File: src/rtl/snorm_pkg.sv
// Shared types and constants for the stereo peak normalizer.
`timescale 1ns / 1ps
`default_nettype none

package snorm_pkg;

    // Width of the sample and result ports.
    localparam int PORT_W = 16;
    // Default and narrow sample widths.
    localparam int DEF_SAMPLE_BITS = 16;
    localparam int NARROW_BITS = 8;
    // Reset value of the sample width mode register (wide samples).
    localparam logic MODE_RESET = 1'b1;

    typedef enum logic [1:0] {
        ACT_MEASURE = 2'd0,
        ACT_SCALE   = 2'd1,
        ACT_CLEAR   = 2'd2
    } t_action;

    typedef enum logic [3:0] {
        LS_IDLE = 4'b0001,
        LS_MUL  = 4'b0010,
        LS_DIV  = 4'b0100,
        LS_DONE = 4'b1000
    } t_lane_state;

    // Commands from the top level to one channel lane.
    typedef struct packed {
        logic measure;
        logic clear;
        logic start;
        logic take;
        logic mode;
    } t_lane_ctl;

    // Status of one channel lane.
    typedef struct packed {
        logic busy;
        logic done;
    } t_lane_stat;

endpackage

`default_nettype wire

File: src/rtl/snorm_lane.sv
// One channel lane: peak tracking and a sequential scale divider.
`timescale 1ns / 1ps
`default_nettype none

module snorm_lane
    import snorm_pkg::*;
#(
    parameter int MAX_SAMPLE_BITS = DEF_SAMPLE_BITS
) (
    input  wire logic              i_clk,
    input  wire logic              i_rst_n,
    input  wire t_lane_ctl         i_ctl,
    input  wire logic [PORT_W-1:0] i_sample,
    output t_lane_stat             o_stat,
    output logic [PORT_W-1:0]      o_result
);

    localparam int W = MAX_SAMPLE_BITS;
    localparam int CNT_W = $clog2(W);

    t_lane_state r_state, n_state;

    logic signed [W-1:0] r_high, r_low;
    logic        [W-1:0] r_mag, r_div, r_fs, r_rem, r_quo;
    logic                r_neg, r_zero, r_sat;
    logic    [CNT_W-1:0] r_cnt;

    logic signed [W-1:0] s;
    logic        [W-1:0] half, mag, div, fs;
    logic                pos, neg, zero;
    logic      [2*W-1:0] prod;
    logic        [W:0]   trial;
    logic                qbit;
    logic        [W-1:0] val;
    logic signed [W-1:0] res;

    // Keep only the bits that the current mode uses, sign-extended.
    always_comb begin
        if (i_ctl.mode) begin
            s = signed'(i_sample[W-1:0]);
        end else begin
            s = W'(signed'(i_sample[NARROW_BITS-1:0]));
        end
        half = i_ctl.mode ? (W'(1) << (W - 1)) : (W'(1) << (NARROW_BITS - 1));
        neg  = s[W-1];
        pos  = !neg && (s != '0);
        mag  = neg ? W'(-s) : W'(s);
        div  = pos ? W'(r_high) : W'(-r_low);
        fs   = pos ? (half - W'(1)) : half;
        zero = (s == '0) || (pos ? (r_high == '0) : (r_low == '0));
    end

    always_comb begin
        prod  = (2*W)'(r_mag) * (2*W)'(r_fs);
        trial = {r_rem, r_quo[W-1]};
        qbit  = (trial >= {1'b0, r_div});
    end

    always_comb begin
        n_state = r_state;
        unique case (r_state)
            LS_IDLE: begin
                if (i_ctl.start) begin
                    n_state = LS_MUL;
                end
            end
            LS_MUL: n_state = LS_DIV;
            LS_DIV: begin
                if (r_cnt == CNT_W'(W - 1)) begin
                    n_state = LS_DONE;
                end
            end
            LS_DONE: begin
                if (i_ctl.take) begin
                    n_state = LS_IDLE;
                end
            end
            default: n_state = LS_IDLE;
        endcase
    end

    always_ff @(posedge i_clk) begin
        if (!i_rst_n) begin
            r_state <= LS_IDLE;
            r_high  <= '0;
            r_low   <= '0;
        end else begin
            r_state <= n_state;
            if (i_ctl.clear) begin
                r_high <= '0;
                r_low  <= '0;
            end else if (i_ctl.measure) begin
                if (s > r_high) begin
                    r_high <= s;
                end
                if (s < r_low) begin
                    r_low <= s;
                end
            end
        end
    end

    // The quotient stays below full scale unless the sample reaches its peak,
    // so the high half of the product is already smaller than the divisor.
    always_ff @(posedge i_clk) begin
        if (r_state == LS_IDLE && i_ctl.start) begin
            r_mag  <= mag;
            r_div  <= div;
            r_fs   <= fs;
            r_neg  <= neg;
            r_zero <= zero;
            r_sat  <= (mag >= div);
        end
        if (r_state == LS_MUL) begin
            r_rem <= prod[2*W-1:W];
            r_quo <= prod[W-1:0];
            r_cnt <= '0;
        end else if (r_state == LS_DIV) begin
            r_rem <= qbit ? W'(trial - {1'b0, r_div}) : trial[W-1:0];
            r_quo <= {r_quo[W-2:0], qbit};
            r_cnt <= r_cnt + CNT_W'(1);
        end
    end

    always_comb begin
        if (r_zero) begin
            val = '0;
        end else if (r_sat) begin
            val = r_fs;
        end else begin
            val = r_quo;
        end
        res      = r_neg ? signed'(W'(-val)) : signed'(val);
        o_result = PORT_W'(res);
    end

    assign o_stat.busy = (r_state != LS_IDLE);
    assign o_stat.done = (r_state == LS_DONE);

endmodule

`default_nettype wire

File: src/rtl/stereo_peak_normalizer.sv
// After a scale transaction is accepted, o_stall stays high until its result is loaded into the
// output register, which waits while a pending result is stalled; each channel lane steps through
// multiply, bit-serial divide and done states. Measure and clear transactions never raise o_stall.
// A finished result waits in the output register while the next transaction is accepted.
// Synchronous active-low reset clears the peaks, the lanes and the output valid,
// and sets the sample width mode to wide samples.
`timescale 1ns / 1ps
`default_nettype none

module stereo_peak_normalizer
    import snorm_pkg::*;
#(
    parameter int MAX_SAMPLE_BITS = DEF_SAMPLE_BITS
) (
    input  wire logic              i_clk,
    input  wire logic              i_rst_n,
    input  wire logic              i_cfg_we,
    input  wire logic              i_cfg_wdata,
    input  wire logic              i_valid,
    output logic                   o_stall,
    input  wire logic [1:0]        i_action,
    input  wire logic [PORT_W-1:0] i_right_sample,
    input  wire logic [PORT_W-1:0] i_left_sample,
    output logic                   o_valid,
    input  wire logic              i_stall,
    output logic [PORT_W-1:0]      o_right_scaled,
    output logic [PORT_W-1:0]      o_left_scaled
);

    logic r_mode;
    logic r_out_valid;
    logic [PORT_W-1:0] r_right_out, r_left_out;

    t_lane_ctl  lane_ctl;
    t_lane_stat right_stat, left_stat;
    logic [PORT_W-1:0] right_res, left_res;
    logic in_take, load;

    assign o_stall = right_stat.busy | left_stat.busy;
    assign in_take = i_valid & !o_stall;

    // Both lanes run in lockstep; the merge stage waits for both anyway.
    assign load = right_stat.done & left_stat.done & (!r_out_valid | !i_stall);

    always_comb begin
        lane_ctl.measure = in_take && (i_action == ACT_MEASURE);
        lane_ctl.clear   = in_take && (i_action == ACT_CLEAR);
        lane_ctl.start   = in_take && (i_action == ACT_SCALE);
        lane_ctl.take    = load;
        lane_ctl.mode    = r_mode;
    end

    snorm_lane #(
        .MAX_SAMPLE_BITS(MAX_SAMPLE_BITS)
    ) u_right (
        .i_clk    (i_clk),
        .i_rst_n  (i_rst_n),
        .i_ctl    (lane_ctl),
        .i_sample (i_right_sample),
        .o_stat   (right_stat),
        .o_result (right_res)
    );

    snorm_lane #(
        .MAX_SAMPLE_BITS(MAX_SAMPLE_BITS)
    ) u_left (
        .i_clk    (i_clk),
        .i_rst_n  (i_rst_n),
        .i_ctl    (lane_ctl),
        .i_sample (i_left_sample),
        .o_stat   (left_stat),
        .o_result (left_res)
    );

    always_ff @(posedge i_clk) begin
        if (!i_rst_n) begin
            r_mode      <= MODE_RESET;
            r_out_valid <= 1'b0;
        end else begin
            if (i_cfg_we) begin
                r_mode <= i_cfg_wdata;
            end
            if (load) begin
                r_out_valid <= 1'b1;
            end else if (!i_stall) begin
                r_out_valid <= 1'b0;
            end
        end
    end

    always_ff @(posedge i_clk) begin
        if (load) begin
            r_right_out <= right_res;
            r_left_out  <= left_res;
        end
    end

    assign o_valid        = r_out_valid;
    assign o_right_scaled = r_right_out;
    assign o_left_scaled  = r_left_out;

endmodule

`default_nettype wire

File: config.mk
export PLATFORM = sky130hd
export DESIGN_NAME = stereo_peak_normalizer
export DESIGN_NICKNAME = d
export VERILOG_FILES = /design/src/rtl/snorm_pkg.sv /design/src/rtl/snorm_lane.sv /design/src/rtl/stereo_peak_normalizer.sv
export SDC_FILE = /design/constraint.sdc
export NUM_CORES = 2
export LEC_CHECK = 0
export BUFFER_PORTS_ARGS = -buffer_cell sky130_fd_sc_hd__buf_2
export CAP_MARGIN = 10
export CORE_ASPECT_RATIO = 1.75
export CORE_MARGIN = 1
export CORE_UTILIZATION = 50
export DETAILED_ROUTE_END_ITERATION = 7
export GPL_ROUTABILITY_DRIVEN = 0
export PLACE_DENSITY = 0.66
export SLEW_MARGIN = 0
export SYNTH_ARGS = -nofsm -noshare
export SYNTH_HDL_FRONTEND = slang
export SYNTH_HIERARCHICAL = 1
export SYNTH_SLANG_ARGS = --single-unit
File: constraint.sdc
create_clock -name i_clk -period 20.3 [get_ports i_clk]
set_input_delay 1.015 -clock i_clk [delete_from_list [all_inputs] [get_ports i_clk]]
set_output_delay 1.015 -clock i_clk [all_outputs]
set_load 0.005 [all_outputs]
==> flow_summary.json <==
{
  "outcome": "complete, no violations",
  "rows": 119,
  "slowest_delay_ns": 0.83,
  "r2r_setup_slack_ns": 13.08,
  "max_cap_viol_count": 0,
  "dr_total_vias": 23510,
  "grtUsageTotal_pct": 27.71,
  "cp-start-kind": "flop",
  "grt_overflow": 0,
  "viasPerCell": 5.679,
  "core_area_um2": 60450,
  "synth.top_cells.by_area": "fa_1 (21%), edfxtp_1 (17%), ha_1 (15%), inv_1 (6.7%), dfxtp_1 (5.3%)",
  "drtIter0Drc": 1223,
  "grt_max_degree": 41,
  "irDropWorstVdd_uv": 116.9,
  "final_core_util_pct": 54.35,
  "ant_nets": 0,
  "crit_buf_inv": 3,
  "wl_per_cell_um": 20.35,
  "fin_crit_ns": 7.221,
  "grt_pass1_wl_um": 133300,
  "path_max_fanout": 23,
  "cts_hold_buf": 0,
  "drc_errors": 0,
  "yosys_warnings": 6,
  "synth_ff_type": "edfxtp_1",
  "area_delta_synth_final_pct": 6.809,
  "wl_um": 84230,
  "port_buffers": 73,
  "critPathKind": "flop to flop",
  "netlist_area_um2": 30760,
  "crit_path_end_kind": "flop",
  "die_y_um": 330.1,
  "fin_crit_sh_pct": 35.57,
  "hpwl_um": 69880,
  "rsz0062_at_grt": "no",
  "synth_top_area_cell": "fa_1",
  "synth-async-reset-ratio_pct": 0,
  "setup_violations": 0,
  "cts-root-buf": "clkbuf_16",
  "slew_headroom_pct": 19.15,
  "grt_pass1_vias": 25475,
  "arrival_ns": 7.59,
  "leakage_nw": 15.78,
  "synth_cell_types": 75,
  "dr.pass1.iters": 5,
  "p_per_area_nw_per_um2": 111.7,
  "drv_slew": 0,
  "stdcell_area_um2": 32850,
  "cp_slowest_cell": "edfxtp_1",
  "synth_edf_count": 176,
  "nets": 4059,
  "ys_seq_elements": 258,
  "ys_seq_area_share_pct": 22.52,
  "skew_ns": 0.04186,
  "cts_made_buffers": 28,
  "min_path_type": "flop to flop",
  "post_cts_buffers": 0,
  "clkLatencyLatePin_ns": 0.61,
  "clock.fmax_ghz": 0.1385,
  "synth_top_cell_area_share_pct": 21.22,
  "cp_cell_sequence": "nand2_1, inv_1, fa_1, fa_1, fa_1, fa_1, fa_1, inv_1, fa_1, inv_1, ha_1, nand2_1, or3_1, o211ai_1, nor2_1, o21bai_1, a21oi_1, or3_1, and3_1",
  "start_util_pct": 50.88,
  "syn_area_per_cell_um2": 9.284,
  "ctsResizeCount": 0,
  "dpl_cell_area_um2": 31890,
  "drive_above_1_share_pct": 5.846,
  "synth_nets": 4041,
  "syn_inst": 3313,
  "htree_levels": 1,
  "ios": 74,
  "cts_tree": "yes",
  "die_area_um2": 62560,
  "fp.dieW_um": 189.5,
  "placedCellCount": 4087,
  "antenna_found_initial": 2,
  "cpLargestDelayFamily": "adder cells",
  "fin_tns_setup_ns": 0,
  "hold_violations": 0,
  "cts_sinks": 258,
  "tightest_slew_ns": 1.213,
  "path_common_cell": "fa_1",
  "clk_pin_slew_ns": 0.08,
  "final_cells": 4140,
  "worstPathRequired_ns": 20.67,
  "cts_max_path_buffers": 3
}
cells in the mapped netlist, types with 14 or more instances:
master,instances
nor2b_1,15
a21oi_1,185
dfxtp_1,82
a211oi_1,64
nand3_1,31
xnor2_1,140
clkbuf_1,91
nand4_1,35
o21ai_0,123
o21a_1,16
nor4_1,25
nand2b_1,67
nor2_1,208
or3_1,16
a21o_1,109
fa_1,326
xor2_1,49
nor3_1,39
mux2i_1,46
ha_1,362
and3_1,14
inv_1,551
and2_1,112
edfxtp_1,176
nand2_1,249
through the flow:
step / hold slack, ns / setup WS, ns / total power, mW
after global routing: 0.5411 / 12.69 / 3.994
after CTS: 0.5085 / 13.15 / 3.671
after floorplan: 0.4634 / 13.52 / 2.478
after global placement: 0.4786 / 13.31 / 3.051
final: 0.4992 / 13.08 / 3.670
after detailed placement: 0.4925 / 13.17 / 3.093
routing by layer:
layer	GRT usage, %	wire length, um	up-vias
met5	0	13	-
met3	2.762	2799	353
li1	-	-	11048
met2	52.68	45060	631
met4	23.97	8240	2
met1	26.22	28120	11476
placed cells by master, fill, tap and decap left out, drive strengths merged, types with 9 or more instances in the layout:
cell,instances
buf,93
xnor2,140
a21oi,187
nor3,41
a211oi,64
and2,112
nor2b,15
or3,16
nor2,214
inv,563
clkinv,11
o21ai,125
nand2b,67
ha,362
dfxtp,82
mux2i,47
o21a,16
and3,14
edfxtp,176
nand3,31
o31ai,12
o211ai,13
a21boi,17
or2,9
fa,326
o21bai,13
xor2,49
nand4,35
a21o,109
nor4,25
clkbuf,31
nand2,249
state kept, by name, summed over array words and instances (netlist names), 16 cells and up:
signal          flops
u_left/r_mag       16
u_left/r_low       16
u_right/r_quo      16
u_left/r_rem       16
o_right_scaled     16
u_right/r_rem      16
u_right/r_high     16
u_right/r_div      16
u_left/r_div       16
u_right/r_low      16
u_right/r_mag      16
u_left/r_high      16
u_left/r_quo       16
o_left_scaled      16
tightest hold or removal path: cells and delay by family (launching register included):
kind | cells | cell delay (ns)
DFF | 1 | 0.32
and+or+nand+nor | 1 | 0.07
muxes | 1 | 0.07
logic make-up (layout without fill, tap and decap cells):
| family | count (synthesis) | after routing | synth area share [%] |
|---|---|---|---|
| multiplexers | 47 | 47 | 1.542 |
| adder cells (fa/ha/maj) | 688 | 688 | 35.94 |
| other | 0 | 1 | 0 |
| XOR/XNOR | 189 | 189 | 5.382 |
| AO/OA/AOI/OAI | 611 | 611 | 12.73 |
| flip-flops | 258 | 258 | 22.52 |
| buffers and inverters | 665 | 705 | 8.237 |
| AND/OR/NAND/NOR | 855 | 855 | 13.65 |
report_power, final:
group	switching (mW)	internal (mW)
sequential	0.0204	0.578
clock	0.235	0.308
combinational	1.50	1.03
total	1.76	1.91
path summary, 6_finish.rpt:
check	startpoint	to	cells after the start
max reg2reg	u_left/r_fs[13]	u_left/r_rem[13]	19
max	u_left/r_fs[13]	u_left/r_rem[13]	19
min reg2reg	u_left/r_low[7]	u_left/r_low[7]	2
min	u_left/r_low[7]	u_left/r_low[7]	2
area by class of cell:
type | count | area (um^2)
clock inverter | 21 | 247.7
timing repair buffer | 93 | 515.5
antenna | 1 | 2.502
sequential | 258 | 6927
clock buffer | 31 | 711.9
inverter | 560 | 2102
fill | 5546 | 27600
multi-input combinational | 2390 | 21360
tap | 786 | 983.4
No activity file was read; power rests on OpenSTA's default activity.
